===== config.mk =====
export PLATFORM = sky130hd
export DESIGN_NAME = bitset_tanimoto_best_match_top
export DESIGN_NICKNAME = d
export VERILOG_FILES = /design/src/btbm_pkg.sv /design/src/btbm_front.sv /design/src/btbm_fifo.sv /design/src/btbm_back.sv /design/src/bitset_tanimoto_best_match_top.sv
export SDC_FILE = /design/constraint.sdc
export NUM_CORES = 1
export LEC_CHECK = 0
export BUFFER_PORTS_ARGS = -buffer_cell sky130_fd_sc_hd__buf_4
export CORE_UTILIZATION = 45
export CTS_CLUSTER_DIAMETER = 120
export DETAILED_ROUTE_END_ITERATION = 10
export GPL_TIMING_DRIVEN = 0
export PLACE_DENSITY = 0.72
export SETUP_SLACK_MARGIN = 0.5
export SYNTH_ARGS = -nofsm -noshare
export SYNTH_HDL_FRONTEND = slang
export SYNTH_SLANG_ARGS = --single-unit
export TNS_END_PERCENT = 5

===== constraint.sdc =====
create_clock -name clk -period 7.1 [get_ports clk]
set_clock_uncertainty 0.05 [all_clocks]
set_input_delay 0 -clock clk [delete_from_list [all_inputs] [get_ports clk]]
set_output_delay 0 -clock clk [all_outputs]
set_load 0.01 [all_outputs]

===== src/btbm_pkg.sv =====
// Shared types, constants and a helper function for the bitset best-match block.
package btbm_pkg;

	// Default parameter values.
	localparam int BITSET_WORDS_DEF = 64;
	localparam int MAX_REFS_DEF     = 65536;
	localparam int QUEUE_DEPTH_DEF  = 4;

	// Field widths.
	localparam int WORD_W   = 64;
	localparam int BITS_W   = 13;
	localparam int UNION_W  = 14;
	localparam int CHARGE_W = 4;
	localparam int MASS_W   = 32;
	localparam int SCORE_W  = 17;
	localparam int POS_W    = 16;
	localparam int POP_W    = 7;

	// Configuration port.
	localparam int CFG_INDEX_W = 2;
	localparam int CFG_DATA_W  = 32;

	// Arithmetic constants.
	localparam int                SHARED_CAP      = 8191;
	localparam int                POS_SPAN        = 65536;
	localparam int                DIV_STEPS       = 16;
	localparam logic [SCORE_W-1:0] Q16_ONE        = 17'h10000;
	localparam logic [MASS_W-1:0]  MASS_WINDOW_RST = 32'd655360;

	// Configuration register indexes.
	typedef enum logic [CFG_INDEX_W-1:0] {
		REG_SCORE_KIND  = 2'd0,
		REG_MASS_WINDOW = 2'd1
	} cfg_reg_t;

	// Score kinds.
	localparam logic KIND_TANIMOTO = 1'b0;
	localparam logic KIND_OVERLAP  = 1'b1;

	// Back end sequencer states.
	typedef enum logic [1:0] {
		BK_IDLE,
		BK_DIV,
		BK_FIN
	} back_state_t;

	// A closed reference handed from the front end to the back end.
	typedef struct packed {
		logic [BITS_W-1:0] shared;
		logic [BITS_W-1:0] query_bits;
		logic [BITS_W-1:0] ref_bits;
		logic              eligible;
		logic              last_ref;
	} record_t;

	// One finished result item.
	typedef struct packed {
		logic [SCORE_W-1:0] score;
		logic [BITS_W-1:0]  shared_bits;
		logic [UNION_W-1:0] union_bits;
		logic               eligible;
		logic               query_done;
		logic [SCORE_W-1:0] best_score;
		logic [POS_W-1:0]   best_index;
	} result_t;

	// Population count of one word.
	function automatic logic [POP_W-1:0] popcount64(input logic [WORD_W-1:0] v);
		logic [POP_W-1:0] n;
		n = '0;
		for (int i = 0; i < WORD_W; i++) begin
			n = n + POP_W'(v[i]);
		end
		return n;
	endfunction

endpackage


===== src/btbm_front.sv =====
// Front end: accumulates the AND popcount and closes each reference into a record.
module btbm_front #(
	parameter int BITSET_WORDS = btbm_pkg::BITSET_WORDS_DEF
) (
	input  logic                            clk,
	input  logic                            arst_n,
	input  logic                            accept,
	input  logic [btbm_pkg::WORD_W-1:0]     query_word,
	input  logic [btbm_pkg::WORD_W-1:0]     ref_word,
	input  logic                            last_word,
	input  logic                            last_ref,
	input  logic [btbm_pkg::BITS_W-1:0]     query_bits,
	input  logic [btbm_pkg::BITS_W-1:0]     ref_bits,
	input  logic [btbm_pkg::CHARGE_W-1:0]   query_charge,
	input  logic [btbm_pkg::CHARGE_W-1:0]   ref_charge,
	input  logic [btbm_pkg::MASS_W-1:0]     query_mass,
	input  logic [btbm_pkg::MASS_W-1:0]     ref_mass,
	input  logic [btbm_pkg::MASS_W-1:0]     mass_window,
	output logic                            rec_push,
	output btbm_pkg::record_t               rec
);
	import btbm_pkg::*;

	// The accumulator saturates at the bitset size or at the field limit.
	localparam int SHARED_LIMIT = (BITSET_WORDS * WORD_W < SHARED_CAP) ?
		BITSET_WORDS * WORD_W : SHARED_CAP;

	logic [BITS_W-1:0]  shared_accum_q;
	logic [BITS_W:0]    shared_raw;
	logic [BITS_W-1:0]  shared_sat;
	logic [MASS_W-1:0]  mass_diff;
	logic               eligible;

	// Add this word pair's overlap and clip at the limit.
	always_comb begin
		shared_raw = {1'b0, shared_accum_q} + (BITS_W+1)'(popcount64(query_word & ref_word));
		if (shared_raw > (BITS_W+1)'(SHARED_LIMIT)) begin
			shared_sat = BITS_W'(SHARED_LIMIT);
		end else begin
			shared_sat = shared_raw[BITS_W-1:0];
		end
	end

	// Charge match and mass window test.
	always_comb begin
		if (query_mass > ref_mass) begin
			mass_diff = query_mass - ref_mass;
		end else begin
			mass_diff = ref_mass - query_mass;
		end
		eligible = (query_charge == ref_charge) && (mass_diff < mass_window);
	end

	// The accumulator restarts after every closed reference.
	always_ff @(posedge clk or negedge arst_n) begin
		if (!arst_n) begin
			shared_accum_q <= '0;
		end else if (accept) begin
			shared_accum_q <= last_word ? '0 : shared_sat;
		end
	end

	assign rec_push        = accept && last_word;
	assign rec.shared      = shared_sat;
	assign rec.query_bits  = query_bits;
	assign rec.ref_bits    = ref_bits;
	assign rec.eligible    = eligible;
	assign rec.last_ref    = last_ref;

endmodule


===== src/btbm_fifo.sv =====
// Short record queue between the front end and the back end.
module btbm_fifo #(
	parameter int DEPTH = btbm_pkg::QUEUE_DEPTH_DEF
) (
	input  logic                 clk,
	input  logic                 arst_n,
	input  logic                 wr_en,
	input  btbm_pkg::record_t    wr_data,
	input  logic                 rd_en,
	output btbm_pkg::record_t    rd_data,
	output logic                 full,
	output logic                 empty
);
	import btbm_pkg::*;

	localparam int PTR_W = (DEPTH > 1) ? $clog2(DEPTH) : 1;
	localparam int CNT_W = $clog2(DEPTH + 1);

	record_t            mem_q [DEPTH];
	logic [PTR_W-1:0]   wr_ptr_q;
	logic [PTR_W-1:0]   rd_ptr_q;
	logic [CNT_W-1:0]   count_q;
	logic               do_wr;
	logic               do_rd;

	assign full  = (count_q == CNT_W'(DEPTH));
	assign empty = (count_q == '0);
	assign do_wr = wr_en && !full;
	assign do_rd = rd_en && !empty;
	assign rd_data = mem_q[rd_ptr_q];

	// Storage, written at the tail.
	always_ff @(posedge clk) begin
		if (do_wr) begin
			mem_q[wr_ptr_q] <= wr_data;
		end
	end

	// Pointers and fill count.
	always_ff @(posedge clk or negedge arst_n) begin
		if (!arst_n) begin
			wr_ptr_q <= '0;
			rd_ptr_q <= '0;
			count_q  <= '0;
		end else begin
			if (do_wr) begin
				wr_ptr_q <= (wr_ptr_q == PTR_W'(DEPTH - 1)) ? '0 : wr_ptr_q + 1'b1;
			end
			if (do_rd) begin
				rd_ptr_q <= (rd_ptr_q == PTR_W'(DEPTH - 1)) ? '0 : rd_ptr_q + 1'b1;
			end
			if (do_wr && !do_rd) begin
				count_q <= count_q + 1'b1;
			end else if (do_rd && !do_wr) begin
				count_q <= count_q - 1'b1;
			end
		end
	end

	// The fill count never passes the depth.
	a_count_bound: assert property (@(posedge clk) disable iff (!arst_n)
		count_q <= CNT_W'(DEPTH))
		else $error("queue count above depth");

	// Pointers stay equal whenever the queue is empty.
	a_empty_ptrs: assert property (@(posedge clk) disable iff (!arst_n)
		empty |-> (wr_ptr_q == rd_ptr_q))
		else $error("queue pointers differ while empty");

endmodule


===== src/btbm_back.sv =====
// Back end: scores each record with a bit-serial divider and tracks the best match.
module btbm_back #(
	parameter int MAX_REFS = btbm_pkg::MAX_REFS_DEF
) (
	input  logic                 clk,
	input  logic                 arst_n,
	input  logic                 score_kind,
	input  logic                 rec_empty,
	input  btbm_pkg::record_t    rec,
	output logic                 rec_pop,
	input  logic                 out_pop,
	output logic                 out_valid,
	output btbm_pkg::result_t    result
);
	import btbm_pkg::*;

	localparam int POS_WRAP = (MAX_REFS < POS_SPAN) ? MAX_REFS : POS_SPAN;
	localparam int STEP_W   = $clog2(DIV_STEPS);

	back_state_t         state_q;
	back_state_t         state_nxt;
	record_t             rec_q;
	logic [UNION_W-1:0]  uni_q;
	logic [UNION_W-1:0]  den_q;
	logic [UNION_W-1:0]  rem_q;
	logic [SCORE_W-1:0]  quo_q;
	logic [STEP_W-1:0]   step_q;
	logic [SCORE_W-1:0]  best_q;
	logic [POS_W-1:0]    best_pos_q;
	logic [POS_W-1:0]    pos_q;
	logic                out_valid_q;
	result_t             result_q;

	logic                load_out;
	logic [UNION_W-1:0]  sum;
	logic                over;
	logic [UNION_W-1:0]  uni;
	logic [UNION_W-1:0]  den;
	logic                zero_case;
	logic                sat_case;
	logic [UNION_W:0]    rem2;
	logic                ge;
	logic                upd;
	logic [SCORE_W-1:0]  best_new;
	logic [POS_W-1:0]    best_pos_new;
	logic [POS_W:0]      pos_inc;

	// Setup of a new record: union, denominator and the degenerate cases.
	always_comb begin
		sum  = UNION_W'(rec.query_bits) + UNION_W'(rec.ref_bits);
		over = UNION_W'(rec.shared) > sum;
		uni  = over ? '0 : sum - UNION_W'(rec.shared);
		if (score_kind == KIND_OVERLAP) begin
			den = (rec.query_bits < rec.ref_bits) ? UNION_W'(rec.query_bits) :
				UNION_W'(rec.ref_bits);
			zero_case = over || (rec.query_bits == '0) || (rec.ref_bits == '0);
		end else begin
			den = uni;
			zero_case = over || ((rec.query_bits == '0) && (rec.ref_bits == '0)) ||
				(uni == '0);
		end
		// A ratio of one or more gives exactly one after clipping.
		sat_case = UNION_W'(rec.shared) >= den;
	end

	// One restoring divide step.
	always_comb begin
		rem2 = {rem_q, 1'b0};
		ge   = rem2 >= {1'b0, den_q};
	end

	// Best-match update and position advance.
	always_comb begin
		upd          = rec_q.eligible && (quo_q > best_q);
		best_new     = upd ? quo_q : best_q;
		best_pos_new = upd ? pos_q : best_pos_q;
		pos_inc      = {1'b0, pos_q} + 1'b1;
	end

	// Next state.
	always_comb begin
		state_nxt = state_q;
		unique case (state_q)
			BK_IDLE: begin
				if (!rec_empty) begin
					state_nxt = (zero_case || sat_case) ? BK_FIN : BK_DIV;
				end
			end
			BK_DIV: begin
				if (step_q == STEP_W'(DIV_STEPS - 1)) begin
					state_nxt = BK_FIN;
				end
			end
			BK_FIN: begin
				if (load_out) begin
					state_nxt = BK_IDLE;
				end
			end
			default: state_nxt = BK_IDLE;
		endcase
	end

	// Outputs of the sequencer.
	always_comb begin
		rec_pop  = (state_q == BK_IDLE) && !rec_empty;
		load_out = (state_q == BK_FIN) && (!out_valid_q || out_pop);
	end

	// Control state.
	always_ff @(posedge clk or negedge arst_n) begin
		if (!arst_n) begin
			state_q     <= BK_IDLE;
			best_q      <= '0;
			best_pos_q  <= '0;
			pos_q       <= '0;
			out_valid_q <= 1'b0;
		end else begin
			state_q <= state_nxt;
			if (load_out) begin
				out_valid_q <= 1'b1;
			end else if (out_pop) begin
				out_valid_q <= 1'b0;
			end
			if (load_out) begin
				if (rec_q.last_ref) begin
					best_q     <= '0;
					best_pos_q <= '0;
					pos_q      <= '0;
				end else begin
					best_q     <= best_new;
					best_pos_q <= best_pos_new;
					pos_q      <= (pos_inc >= (POS_W+1)'(POS_WRAP)) ? '0 : pos_inc[POS_W-1:0];
				end
			end
		end
	end

	// Datapath: record capture, divider and result register.
	always_ff @(posedge clk) begin
		if (rec_pop) begin
			rec_q  <= rec;
			uni_q  <= uni;
			den_q  <= den;
			rem_q  <= UNION_W'(rec.shared);
			step_q <= '0;
			if (zero_case) begin
				quo_q <= '0;
			end else if (sat_case) begin
				quo_q <= Q16_ONE;
			end else begin
				quo_q <= '0;
			end
		end else if (state_q == BK_DIV) begin
			rem_q  <= ge ? UNION_W'(rem2 - {1'b0, den_q}) : rem2[UNION_W-1:0];
			quo_q  <= {quo_q[SCORE_W-2:0], ge};
			step_q <= step_q + 1'b1;
		end
		if (load_out) begin
			result_q.score       <= quo_q;
			result_q.shared_bits <= rec_q.shared;
			result_q.union_bits  <= uni_q;
			result_q.eligible    <= rec_q.eligible;
			result_q.query_done  <= rec_q.last_ref;
			result_q.best_score  <= best_new;
			result_q.best_index  <= best_pos_new;
		end
	end

	assign out_valid = out_valid_q;
	assign result    = result_q;

	// The divider never runs against a zero denominator.
	a_div_den: assert property (@(posedge clk) disable iff (!arst_n)
		(state_q == BK_DIV) |-> (den_q != '0))
		else $error("divide step with zero denominator");

	// A delivered score never exceeds one.
	a_score_max: assert property (@(posedge clk) disable iff (!arst_n)
		out_valid_q |-> (result_q.score <= Q16_ONE))
		else $error("score above one");

	// An eligible result never beats the reported best.
	a_best_cover: assert property (@(posedge clk) disable iff (!arst_n)
		(out_valid_q && result_q.eligible) |-> (result_q.best_score >= result_q.score))
		else $error("best score below an eligible score");

	// The quotient keeps its top bit clear while dividing.
	a_div_range: assert property (@(posedge clk) disable iff (!arst_n)
		(state_q == BK_DIV) |=> (quo_q[SCORE_W-1] == 1'b0))
		else $error("divider quotient overflow");

endmodule


===== src/bitset_tanimoto_best_match_top.sv =====
// Top level of the bitset similarity search with best-match tracking.
//
// Input channel: one word pair per item, taken when push is high and full is
// low. Words of one reference stream back to back, one item per cycle while
// full is low; the item marked last_word closes the reference and also
// carries the counts, charges, masses and last_ref flag.
// Result channel: one item per closed reference, shown while empty is low
// and taken when pop is high. Results come out in reference order.
// Configuration: cfg_valid/cfg_ready write channel, index 0 score kind,
// index 1 mass window; cfg_ready is always high.
// Each closed reference passes record fetch, 16 divide steps and finish on
// its way to the result ports; degenerate and saturating scores skip the
// divider. Words are taken at one per cycle while full is low; the back end
// takes a new record only after finishing the last one, and a queue of
// QUEUE_DEPTH records absorbs references that arrive faster before full rises.
// A stalled receiver holds the result register; the back end then waits and
// the queue fills, after which full holds off further input.
// Reset clears accumulator, positions, best match, queue and result valid,
// and sets the configuration to Tanimoto with a 10 Da window.
module bitset_tanimoto_best_match_top #(
	parameter int BITSET_WORDS = btbm_pkg::BITSET_WORDS_DEF,
	parameter int MAX_REFS     = btbm_pkg::MAX_REFS_DEF,
	parameter int QUEUE_DEPTH  = btbm_pkg::QUEUE_DEPTH_DEF
) (
	input  logic                              clk,
	input  logic                              arst_n,
	// Input channel
	input  logic                              push,
	output logic                              full,
	input  logic [btbm_pkg::WORD_W-1:0]       query_word,
	input  logic [btbm_pkg::WORD_W-1:0]       ref_word,
	input  logic                              last_word,
	input  logic                              last_ref,
	input  logic [btbm_pkg::BITS_W-1:0]       query_bits,
	input  logic [btbm_pkg::BITS_W-1:0]       ref_bits,
	input  logic [btbm_pkg::CHARGE_W-1:0]     query_charge,
	input  logic [btbm_pkg::CHARGE_W-1:0]     ref_charge,
	input  logic [btbm_pkg::MASS_W-1:0]       query_mass,
	input  logic [btbm_pkg::MASS_W-1:0]       ref_mass,
	// Result channel
	output logic                              empty,
	input  logic                              pop,
	output logic [btbm_pkg::SCORE_W-1:0]      score,
	output logic [btbm_pkg::BITS_W-1:0]       shared_bits,
	output logic [btbm_pkg::UNION_W-1:0]      union_bits,
	output logic                              eligible,
	output logic                              query_done,
	output logic [btbm_pkg::SCORE_W-1:0]      best_score,
	output logic [btbm_pkg::POS_W-1:0]        best_index,
	// Configuration channel
	input  logic                              cfg_valid,
	output logic                              cfg_ready,
	input  logic [btbm_pkg::CFG_INDEX_W-1:0]  cfg_index,
	input  logic [btbm_pkg::CFG_DATA_W-1:0]   cfg_data
);
	import btbm_pkg::*;

	logic               score_kind_q;
	logic [MASS_W-1:0]  mass_window_q;
	logic               accept;
	logic               rec_push;
	record_t            rec_in;
	record_t            rec_out;
	logic               rec_pop;
	logic               rec_empty;
	logic               q_full;
	logic               out_valid;
	logic               out_pop;
	result_t            result;

	// Configuration registers.
	assign cfg_ready = 1'b1;

	always_ff @(posedge clk or negedge arst_n) begin
		if (!arst_n) begin
			score_kind_q  <= KIND_TANIMOTO;
			mass_window_q <= MASS_WINDOW_RST;
		end else if (cfg_valid && cfg_ready) begin
			unique case (cfg_reg_t'(cfg_index))
				REG_SCORE_KIND:  score_kind_q  <= cfg_data[0];
				REG_MASS_WINDOW: mass_window_q <= cfg_data;
				default: ;
			endcase
		end
	end

	// Input handshake.
	assign full   = q_full;
	assign accept = push && !q_full;

	btbm_front #(
		.BITSET_WORDS (BITSET_WORDS)
	) u_front (
		.clk          (clk),
		.arst_n       (arst_n),
		.accept       (accept),
		.query_word   (query_word),
		.ref_word     (ref_word),
		.last_word    (last_word),
		.last_ref     (last_ref),
		.query_bits   (query_bits),
		.ref_bits     (ref_bits),
		.query_charge (query_charge),
		.ref_charge   (ref_charge),
		.query_mass   (query_mass),
		.ref_mass     (ref_mass),
		.mass_window  (mass_window_q),
		.rec_push     (rec_push),
		.rec          (rec_in)
	);

	btbm_fifo #(
		.DEPTH (QUEUE_DEPTH)
	) u_fifo (
		.clk     (clk),
		.arst_n  (arst_n),
		.wr_en   (rec_push),
		.wr_data (rec_in),
		.rd_en   (rec_pop),
		.rd_data (rec_out),
		.full    (q_full),
		.empty   (rec_empty)
	);

	btbm_back #(
		.MAX_REFS (MAX_REFS)
	) u_back (
		.clk        (clk),
		.arst_n     (arst_n),
		.score_kind (score_kind_q),
		.rec_empty  (rec_empty),
		.rec        (rec_out),
		.rec_pop    (rec_pop),
		.out_pop    (out_pop),
		.out_valid  (out_valid),
		.result     (result)
	);

	// Result handshake and payload.
	assign empty       = !out_valid;
	assign out_pop     = pop && out_valid;
	assign score       = result.score;
	assign shared_bits = result.shared_bits;
	assign union_bits  = result.union_bits;
	assign eligible    = result.eligible;
	assign query_done  = result.query_done;
	assign best_score  = result.best_score;
	assign best_index  = result.best_index;

endmodule

Word level (Yosys, flattened, before mapping)
Memories as Yosys holds them, arrays and structs flattened.
Index checks and enable logic that the tools add are counted.
- register bits after elaboration: 262
- bits in latches: 0
- memory bits (writable): 164
- bits in read-only memories: 0
- bits of input ports: 267
- output and inout port bits: 82
- logic and storage cells: 192
- memories: 1
- add/subtract/negate cells: 75
- $mul: 0
- div/mod/pow operators: 0
- $lt $le $gt $ge: 9
- equality and inequality tests: 11
- shift-type cells: 0
- mux-type cells: 33
- bitwise gates (word level): 1
- reductions and logical operators: 35
- memory list (name ; depth ; width ; read ports ; clocked after memory_dff ; wr ports ; RTL line ; source):
    u_fifo.mem_q ; 4 ; 41 ; 1 ; 0 ; 1 ; btbm_fifo.sv:19 ; record_t mem_q [DEPTH];
- operators with widths (cell ; number):
    adder 7 x 1 -> 7 bit ; 62
    2-to-1 mux 17 bit ; 6
    2-to-1 mux 13 bit ; 5
    bitwise AND 64 bit ; 1
    2-to-1 mux 16 bit ; 4
    subtractor 32 bit ; 2
    2-to-1 mux 14 bit ; 3
    greater-than comparator 32 bit ; 1
    < comparator 32 bit ; 1
    2-to-1 mux 32 bit ; 1
    logical NOT 13 bit ; 2
    adder 16 x 1 -> 17 bit (second input constant) ; 1
    >= comparator 17 bit (second input constant) ; 1
    greater-than comparator 17 bit ; 1
    >= comparator 15 x 14 -> 1 bit ; 1
    adder 13 x 13 -> 14 bit ; 1
    adder 13 x 7 -> 14 bit ; 1
    >= comparator 13 x 14 -> 1 bit ; 1
    greater-than comparator 13 x 14 -> 1 bit ; 1
    greater-than comparator 14 x 13 -> 1 bit (second input constant) ; 1
    logical NOT 14 bit ; 1
    subtractor 14 x 13 -> 14 bit ; 1
    subtractor 14 bit ; 1
    < comparator 13 bit ; 1
    24 further kinds ; 63

Logic depth before layout (Yosys ltp)
Gate-level depths: netlist of the first run.
- depth in word-level cells: 68
- mapped depth: 35
- mapped depth without buffers: 33

Hierarchy
A second synthesis of the first run with hierarchy kept.
- cell total of the unflattened synthesis: 2367
- area total of the unflattened synthesis: 26738.1 um^2
- by module, submodules not included (module ; instances ; cells each ; area an instance (um^2) ; sequential area each (um^2)):
    btbm_back ; 1 ; 1026 ; 11433.5 ; 5965.7
    btbm_front ; 1 ; 1013 ; 7552.2 ; 325.3
    btbm_fifo ; 1 ; 252 ; 6351.1 ; 5099.9
    bitset_tanimoto_best_match_top ; 1 ; 76 ; 1401.3 ; 828.3

Worst setup path after synthesis of the first run
Ideal clock, no wire load.
- path kind: in2reg
- start point: in query_word[0] in the netlist's numbering
- end point: reg u_front.shared_accum_q[10]
- library setup time: 0.066 ns
- arrival: 8.013 ns
- required time: 6.984 ns
- path slack: -1.029 ns
- stages: 30
- buffers on the path: 1
- path through: and2_1 -> ha_1 -> inv_1 -> fa_1 -> fa_1 -> fa_1 -> fa_1 -> fa_1 -> fa_1 -> fa_1 -> inv_1 -> fa_1 -> fa_1 -> inv_1 -> fa_1 -> inv_1 -> a21o_1 -> a21oi_1 -> xnor2_1 -> ha_1 -> a21oi_1 -> o211ai_1 -> and3_1 -> nand2b_1 -> mux2_2 -> o41a_1 -> or2_1 -> clkbuf_1 -> o21ai_1 -> a22o_1
- word-level cells in the longest chain between the ends: 68
- RTL lines (item ; RTL line ; source):
    start: declaration ; bitset_tanimoto_best_match_top.sv:30 ; input logic [btbm_pkg::WORD_W-1:0] query_word,
    bitwise AND 64 bit (*) ; btbm_front.sv:36 ; shared_raw = {1'b0, shared_accum_q} + (BITS_W+1)'(popcount64(query_word & ref_word));
    adder 1 x 1 -> 2 bit (*) ; btbm_pkg.sv:72 ; n = n + POP_W'(v[i]);
    adder 7 x 1 -> 7 bit (*) (62 in a row) ; btbm_pkg.sv:72 ;
    adder 13 x 7 -> 14 bit (*) ; btbm_front.sv:36 ;
    greater-than comparator 14 x 13 -> 1 bit ; btbm_front.sv:37 ; if (shared_raw > (BITS_W+1)'(SHARED_LIMIT)) begin
    2-to-1 mux 13 bit (*) ; btbm_front.sv:37 ;
    2-to-1 mux 13 bit (*) ; btbm_front.sv:59 ; shared_accum_q <= last_word ? '0 : shared_sat;
    end signal: assignment ; btbm_front.sv:59 ;
    end: declaration ; btbm_front.sv:28 ; logic [BITS_W-1:0] shared_accum_q;
Mark *: on every way between the ends. The rest lies on a longest branch, timed or not.
A chain may end at the register's enable or synchronous reset.

Worst setup path after layout of the first run
- start point: in ref_word[34] in the netlist's numbering
- end point: reg u_front.shared_accum_q[0]
- word-level cells in the longest chain between the ends: 35
- RTL lines (item ; RTL line ; source):
    start: declaration ; bitset_tanimoto_best_match_top.sv:31 ; input logic [btbm_pkg::WORD_W-1:0] ref_word,
    bitwise AND 64 bit (*) ; btbm_front.sv:36 ;
    adder 7 x 1 -> 7 bit (*) (30 in a row) ; btbm_pkg.sv:72 ;
    adder 13 x 7 -> 14 bit (*) ; btbm_front.sv:36 ;
    greater-than comparator 14 x 13 -> 1 bit ; btbm_front.sv:37 ;
    2-to-1 mux 13 bit (*) ; btbm_front.sv:37 ;
    2-to-1 mux 13 bit (*) ; btbm_front.sv:59 ;
Marked as above.

==> run summary, run 1 <==
Setup repair after global routing could not meet its margin everywhere. The startpoint identified for the worst register-to-register timing path is u_fifo.rd_ptr_q[0]$_DFFE_PN0P_. Dividing the detail-routed via count by the number of cells gives 5.407. The count of mapped cells out of synthesis is 2278. The first global-routing pass estimated 104.0 mm of wire. The worst hold path cell count is 4. The final-report max-slew violation count is 0.

The delay of the slowest cell on the worst path is 0.58 ns. Counting I/O delays and the setup requirement, the final critical path takes 7.449 ns. The hold slack is 0.03912 ns. The number of buffers inserted during clock tree synthesis is 45. The number of unique standard cell types used by synthesis is 78. The final standard cell utilization of the core is 0.5712. The arrival time of data at the critical path endpoint is 7.89 ns. The worst setup slack after layout is -0.3490 ns. The cell at the root of the clock tree is sky130_fd_sc_hd__clkbuf_16. After detailed routing, the number of remaining DRC violations is 0.

The leftover overflow at the end of global routing came out at 0. The H-tree depth reported by CTS came out at 2. The final routed wire length divided by cell count is 18.88 um. The total via count after detailed routing is 19220. For this run, the total global-route usage over all layers was measured as 0.2303.

The ratio of cells with drive above 1 in the final layout came out at 0.2324. The area enclosed by the die boundary is 0.05831 mm^2. The kind of capture point of the worst setup path is a flop. Synthesis inferred 426 register bits. The worst reg2reg path depth is 34. STA classifies the critical path startpoint as an input pin. The mean instance size in the synthesized netlist is 11.33 um^2. When the netlist entered floorplanning its net count stood at 2815. Summing all placed instances gives a cell area of 0.02961 mm^2. The flow ran to the end, but the final reports show violations.

The maximum clock insertion buffer count is 3. From synthesis to final layout, the design area changed by 25.06%. The most used flip-flop cell after synthesis is sky130_fd_sc_hd__edfxtp_1. The fraction of the yosys area taken by sequential cells is 0.4735. The beginning of the critical path is ref_word[34]. The clock-pin slew of the registers on the worst-case setup and hold paths came out at 0.06 ns.

The routed design has 67.11 mm of wire. The height of the die is 241.5 um. The number of standard-cell rows in the floorplan came out at 87. The worst relative slew slack came out at 0.1192. The fraction of registers with async set or reset after synthesis came out at 0.2465. The net count of the finished layout is 3297.

The post-layout instance area came out at 0.03227 mm^2. The startpoint identified for the worst hold timing path is push. For the pin with the worst max-slew slack, the measured transition is 1.320 ns.

The number of maximum-capacitance violations came out at 0. The final reports fail on negative setup slack. The width of the die came out at 241.5 um.

The core footprint is 0.05650 mm^2. The CTS sink count came out at 426. The weighted congestion at the end of routability-driven global placement came out at 0.8987. The cell with the largest stage delay on the worst path is sky130_fd_sc_hd__fa_1. The maximum clock frequency came out at 134.2 MHz. The detailed router's first-iteration violation count came out at 1294. The category of the critical setup timing path is in -> reg.

The count of endpoints failing hold in the final timing report came to 0. The starting density of the core came out at 0.4568. The worst-path maximum fanout is 5.

OpenSTA, run right after detailed placement, puts the worst setup slack at -1.049 ns. The initial antenna violation count came out at 3. The number of synthesis warnings is 0. The total setup violations reported at the end of the flow came out at 31.

The largest net degree at the start of global routing came out at 71. The worst hold path class is in -> reg. The first detailed-routing pass took 5 iterations.

For the worst setup path, the data required time is 7.54 ns. The clock tree from TritonCTS is built. The via count of the first global-routing pass came out at 19720. Dividing the final minimum period by the clock period gives 1.049. The cell area that synthesis handed to floorplanning was 0.02580 mm^2. The clock latency at the later pin of the worst-skew pair came out at 0.59 ns. The number of nets with antenna violations after detailed routing came out at 0. The number of synthesized flops with an enable pin came out at 316. The layout has 4657 filler cells. The number of buffers added on ports came out at 347. The half-perimeter wire length after placement is 50.85 mm. The total I/O pin count is 349.

By instance count, the cell type seen most on the critical path is sky130_fd_sc_hd__fa_1.
state kept, by name, indices dropped and copies added, names as in the netlist:
register	count
mass_window_q	32
score_kind_q	1
u_back.best_pos_q	16
u_back.best_q	17
u_back.den_q	14
u_back.out_valid	1
u_back.pos_q	16
u_back.quo_q	17
u_back.rec_q	15
u_back.rem_q	14
u_back.result	79
u_back.state_q	2
u_back.step_q	4
u_back.uni_q	14
u_fifo.count_q	3
u_fifo.mem_q	164
u_fifo.rd_ptr_q	2
u_fifo.wr_ptr_q	2
u_front.shared_accum_q	13
worst paths after layout:
path	to	slack, ns
setup / recovery	u_front.shared_accum_q[0]$_DFFE_PN0P_	-0.35
hold / removal	u_front.shared_accum_q[2]$_DFFE_PN0P_	0.04
setup reg to reg	u_back.quo_q[16]$_DFFE_PP_	0.56
hold reg to reg	u_back.result[38]$_DFFE_PP_	0.36
max in group asynchronous	u_back.pos_q[4]$_DFFE_PN0P_	4.87
min in group asynchronous	u_back.best_pos_q[7]$_DFFE_PN0P_	0.44
area by class of cell:
type                       instances  area (um^2)  share of cell area
buffer                            82        435.4             0.01349
sequential                       426        12220              0.3786
clock buffer                      57         1212             0.03757
inverter                         253        949.7             0.02943
antenna                            2        5.005           0.0001551
tap                              756        945.9             0.02931
clock inverter                    27        305.3            0.009460
timing repair buffer             435         3592              0.1113
multi-input combinational       1517        12610              0.3906
metrics by stage:
step / cells / setup TNS, ns
2_1_floorplan: 2278 / -3.129
3_3_place_gp: 3381 / -31.27
3_5_place_dp: 3388 / -40.87
4_1_cts: 3548 / -2.723
5_1_grt: 3555 / -18.08
6_report: 3555 / -7.473
cell usage in the layout (no fill, tap or decap), types with 34 or more instances in the layout:
master,count
sky130_fd_sc_hd__nand2_1,163
sky130_fd_sc_hd__inv_1,248
sky130_fd_sc_hd__a21o_1,55
sky130_fd_sc_hd__nand4_1,34
sky130_fd_sc_hd__and2_1,53
sky130_fd_sc_hd__clkbuf_1,50
sky130_fd_sc_hd__mux2i_1,37
sky130_fd_sc_hd__nor2_1,112
sky130_fd_sc_hd__ha_1,204
sky130_fd_sc_hd__mux4_2,41
sky130_fd_sc_hd__o21ai_0,98
sky130_fd_sc_hd__edfxtp_1,316
sky130_fd_sc_hd__a21oi_1,135
sky130_fd_sc_hd__buf_4,352
sky130_fd_sc_hd__dlygate4sd3_1,69
sky130_fd_sc_hd__xnor2_1,49
sky130_fd_sc_hd__dfrtp_1,103
sky130_fd_sc_hd__a22o_1,36
sky130_fd_sc_hd__clkbuf_16,47
sky130_fd_sc_hd__mux2_2,55
sky130_fd_sc_hd__fa_1,58
what timing repair did:
item / in CTS / in global routing
resized for setup: 51 / 46
endpoints found under the setup margin: 60 / 68
buffers inserted: 7 / 4
cloned: 0 / 1
hold buffers: 69 / 0
hold endpoints to repair: 290 / 0
pin swaps: 10 / 24
critical path: cells and delay by family:
kind,cells,cell delay [ns]
AO/OA/AOI/OAI,7,1.60
XOR/XNOR,1,0.10
adder cells (fa/ha/maj),11,4.93
buffers and inverters,7,0.66
AND/OR/NAND/NOR,4,0.59
per-layer routing:
| layer | part of all wire | wire, um | track usage |
|---|---|---|---|
| met1 | 0.41 | 27840 | 0.2872 |
| met2 | 0.50 | 33270 | 0.4015 |
| met3 | 0.055 | 3677 | 0.03646 |
| met4 | 0.034 | 2303 | 0.08573 |
| met5 | 0.00019 | 13 | 0 |
synth_stat cells, types with 13 or more instances:
cell / instances / area share
sky130_fd_sc_hd__nand2_1: 163 / 0.024
sky130_fd_sc_hd__nor3_1: 27 / 0.0052
sky130_fd_sc_hd__clkbuf_1: 47 / 0.0068
sky130_fd_sc_hd__nand4_1: 34 / 0.0082
sky130_fd_sc_hd__mux2i_1: 37 / 0.014
sky130_fd_sc_hd__inv_1: 253 / 0.037
sky130_fd_sc_hd__o21bai_1: 25 / 0.0073
sky130_fd_sc_hd__a21oi_1: 143 / 0.028
sky130_fd_sc_hd__xor2_1: 27 / 0.0092
sky130_fd_sc_hd__mux4_2: 41 / 0.036
sky130_fd_sc_hd__mux2_2: 56 / 0.024
sky130_fd_sc_hd__a211oi_1: 19 / 0.0055
sky130_fd_sc_hd__nor2b_1: 32 / 0.0078
sky130_fd_sc_hd__nand3_1: 23 / 0.0045
sky130_fd_sc_hd__nand2b_1: 21 / 0.0051
sky130_fd_sc_hd__ha_1: 209 / 0.10
sky130_fd_sc_hd__edfxtp_1: 316 / 0.37
sky130_fd_sc_hd__o211ai_1: 13 / 0.0038
sky130_fd_sc_hd__fa_1: 61 / 0.047
sky130_fd_sc_hd__buf_2: 25 / 0.0048
sky130_fd_sc_hd__nor2_1: 120 / 0.017
sky130_fd_sc_hd__a22o_1: 36 / 0.012
sky130_fd_sc_hd__o21a_1: 14 / 0.0041
sky130_fd_sc_hd__and3_1: 16 / 0.0039
sky130_fd_sc_hd__a21o_1: 55 / 0.016
sky130_fd_sc_hd__xnor2_1: 51 / 0.017
sky130_fd_sc_hd__o21ai_0: 106 / 0.021
sky130_fd_sc_hd__and2_1: 57 / 0.014
sky130_fd_sc_hd__dfrtp_1: 103 / 0.10
logic make-up (layout without fill, tap and decap cells):
logic type,Yosys count,in the layout,share of synthesized area
adders and majority gates,271,271,0.1490
muxes,134,134,0.07457
DFF,426,426,0.4735
AOI/OAI and AO/OA,487,487,0.1205
other,1,3,0.0001453
xor gates and xnor gates,78,78,0.02647
and+or+nand+nor,546,546,0.1051
buffers and inverters,335,854,0.05067
Power of run 1 is left out: the tool's default activity adds up to more than one toggle a clock period on the data nets, which glitch-free logic cannot reach.
==> run 2, diff against run 1 <==
--- a/config.mk
+++ b/config.mk
@@ -11,7 +11,7 @@
 export DETAILED_ROUTE_END_ITERATION = 10
 export GPL_TIMING_DRIVEN = 0
 export PLACE_DENSITY = 0.72
-export SETUP_SLACK_MARGIN = 0.5
+export SETUP_SLACK_MARGIN = 0.2
 export SYNTH_ARGS = -nofsm -noshare
 export SYNTH_HDL_FRONTEND = slang
 export SYNTH_SLANG_ARGS = --single-unit
==> run summary, run 2 (synthesized netlist as in run 1, its figures left out) <==
Clock tree synthesis selected as its root buffer the cell sky130_fd_sc_hd__clkbuf_16. The total length of routed wires is 66.82 mm. The clock tree synthesis step divided the H-tree into 2 levels. The worst setup slack after layout came out at -0.4006 ns. The run finished, with violations left.

Across the whole layout, storage elements account for 0.01222 mm^2. The layout has 4667 filler cells. The number of standard-cell rows in the floorplan is 87. TritonCTS built the clock tree.

The synthesis-to-layout area growth is 24.63%. The number of DRC violations after detailed routing is 0. The kind of capture point of the worst setup path is a flop. The first global-routing pass estimated 103.8 mm of wire. The path with the worst hold slack has its endpoint at u_front.shared_accum_q[5]$_DFFE_PN0P_. The worst hold path class is in -> reg. For this run, the post-layout net count is 3295. The clock latency at the later pin of the worst-skew pair came out at 0.59 ns. Of the cells placed in the final design, the portion with a size suffix greater than 1 is 0.2297. For this configuration, the core starts out at a cell density of 0.4568.

Setup repair after global routing could not meet its margin everywhere. The detailed router's first-iteration violation count is 1200. The overall track demand over capacity in global routing is 0.2299. Using the TritonRoute via totals, the vias-per-cell ratio works out to 5.408.

The area enclosed by the die boundary is 0.05831 mm^2. The startpoint identified for the worst hold timing path is push. The launching element type of the critical path is an input pin.

The register with the most flip-flops in the layout has 164 of them. The clock-pin slew of the registers on the worst-case setup and hold paths came out at 0.06 ns. The total I/O pin count is 349.

The count of endpoints failing hold in the final timing report is 0. The transition time of the tightest slew-check pin came out at 1.324 ns. The arrival time of data at the critical path endpoint came out at 7.93 ns. The number of nets with antenna violations after detailed routing is 0. The delay of the slowest cell on the worst path is 0.59 ns.

At the end of routability-driven placement, the weighted congestion stood at 0.8987. The final critical-path share of the clock period came out at 1.056. The critical path is of the in -> reg type. The first-pass iteration count of the detailed router came out at 5.

The slack of the worst reg-to-reg path is 0.28 ns. The cell with the largest stage delay on the worst path is sky130_fd_sc_hd__fa_1. The worst-path maximum fanout came out at 5. For this block, the via count after detailed routing is 19210. The library cell used most frequently in the layout, excluding fill and tap cells, is sky130_fd_sc_hd__buf_4. Headroom to the max-slew limit came out at 0.1162. The tree built by TritonCTS fans out to 426 sinks. The multi-input combinational cell area came out at 0.01256 mm^2. The final-report max-slew violation count is 0.

Counting instances, the worst hold path has a depth of 5. The clock period minus worst slack came out at 7.501 ns. The maximum clock frequency is 133.3 MHz.

The worst register-to-register path ends at u_back.quo_q[16]$_DFFE_PP_. Counting stages on the worst path, the most repeated cell is sky130_fd_sc_hd__fa_1. The final total negative setup slack is -7.481 ns. The initial antenna violation count came out at 3. The count of buffers added on input and output ports is 347.

The leftover overflow at the end of global routing came out at 0. Buffers inserted during clock tree synthesis total 45. Entering global routing, the biggest net connects 71 pins.

Setup violations remaining at the end of the flow were counted as 31. After floorplanning, the core was sized to cover 0.05650 mm^2. The worst reg2reg path depth came out at 32. The required time at the worst-slack endpoint is 7.53 ns. In the layout the commonest cells are 353 x sky130_fd_sc_hd__buf_4, 316 x sky130_fd_sc_hd__edfxtp_1, 247 x sky130_fd_sc_hd__inv_1.

In this run the critical register-to-register path is launched from u_fifo.rd_ptr_q[1]$_DFFE_PN0P_. The via count of the first global-routing pass was 19680. The width of the die is 241.5 um.

The final reports fail on negative setup slack. Dividing the detail-routed wire length by the instance count gives 18.81 um. The number of maximum-capacitance violations is 0.

The floorplan step set the die height to 241.5 um. The maximum clock insertion buffer count is 3. Ranked by flip-flop count, first place goes to u_fifo.mem_q. The half-perimeter wire length after placement came out at 50.85 mm.
-- run 2: cell types whose count changed in the layout (fill, tap and decap cells not counted), moves of 3 or more --
| cell | delta |
|---|---|
| sky130_fd_sc_hd__buf_2 | +3 |
| sky130_fd_sc_hd__ha_1 | +3 |
| sky130_fd_sc_hd__o21ai_1 | -5 |
| sky130_fd_sc_hd__clkbuf_4 | -3 |
| sky130_fd_sc_hd__buf_12 | -3 |
| sky130_fd_sc_hd__ha_2 | -3 |
| sky130_fd_sc_hd__o21ai_0 | +4 |
-- run 2: final cells by class --
cell class	count	share of cell area
Antenna cell	2	0.0001556
Tap cell	756	0.02941
Timing Repair Buffer	433	0.1108
Clock inverter	27	0.009493
Multi-Input combinational cell	1517	0.3906
Inverter	253	0.02953
Clock buffer	57	0.03770
Buffer	82	0.01241
Sequential cell	426	0.3800
-- run 2: metal layers --
layer | vias up | global-route usage | part of all wire
li1 | 9118 | - | -
met1 | 9320 | 0.2869 | 0.41
met2 | 651 | 0.4008 | 0.50
met3 | 122 | 0.03680 | 0.055
met4 | 2 | 0.08496 | 0.034
met5 | - | 0 | 0.00019
-- run 2: what timing repair did --
action / 4_1_cts / 5_1_grt
gates cloned: 0 / 1
gates resized for setup: 31 / 37
pin swaps: 4 / 16
buffers inserted: 5 / 4
hold buffers: 69 / 0
endpoints found under the hold margin: 290 / 0
endpoints found under the setup margin: 55 / 60
-- run 2: worst max path at each step --
stage / from / to / slack (ns) / cells after the start
floorplan: query_word[0] / u_front.shared_accum_q[10]$_DFFE_PN0P_ / -0.36 / 28
global placement: query_word[0] / u_front.shared_accum_q[10]$_DFFE_PN0P_ / -0.91 / 28
detailed placement: query_word[0] / u_front.shared_accum_q[10]$_DFFE_PN0P_ / -1.05 / 31
CTS: query_word[0] / u_front.shared_accum_q[10]$_DFFE_PN0P_ / -0.30 / 32
global route: query_word[46] / u_front.shared_accum_q[3]$_DFFE_PN0P_ / -0.70 / 31
finish: query_word[46] / u_front.shared_accum_q[3]$_DFFE_PN0P_ / -0.40 / 31
-- run 2: stage by stage --
stage / std cells / utilization / hold WS [ns] / worst slack [ns] / cell area (um^2)
floorplan: 2278 / - / -0.3456 / -0.3582 / 25890
global placement: 3381 / 0.5211 / 0.1485 / -0.9125 / 29440
detailed placement: 3388 / 0.5240 / 0.06260 / -1.049 / 29610
CTS: 3546 / 0.5657 / 0.006650 / -0.3032 / 31960
global route: 3553 / 0.5692 / 0.08382 / -0.7024 / 32160
finish: 3553 / 0.5692 / 0.06577 / -0.4006 / 32160
-- run 2: critical path, delay by kind of cell --
family | cells | cell delay (ns)
buffers and inverters | 8 | 0.68
AND/OR/NAND/NOR | 4 | 0.50
AO/OA/AOI/OAI | 7 | 1.66
XOR/XNOR | 1 | 0.10
adder cells (fa/ha/maj) | 11 | 4.97
Power of run 2 is left out for the same reason.
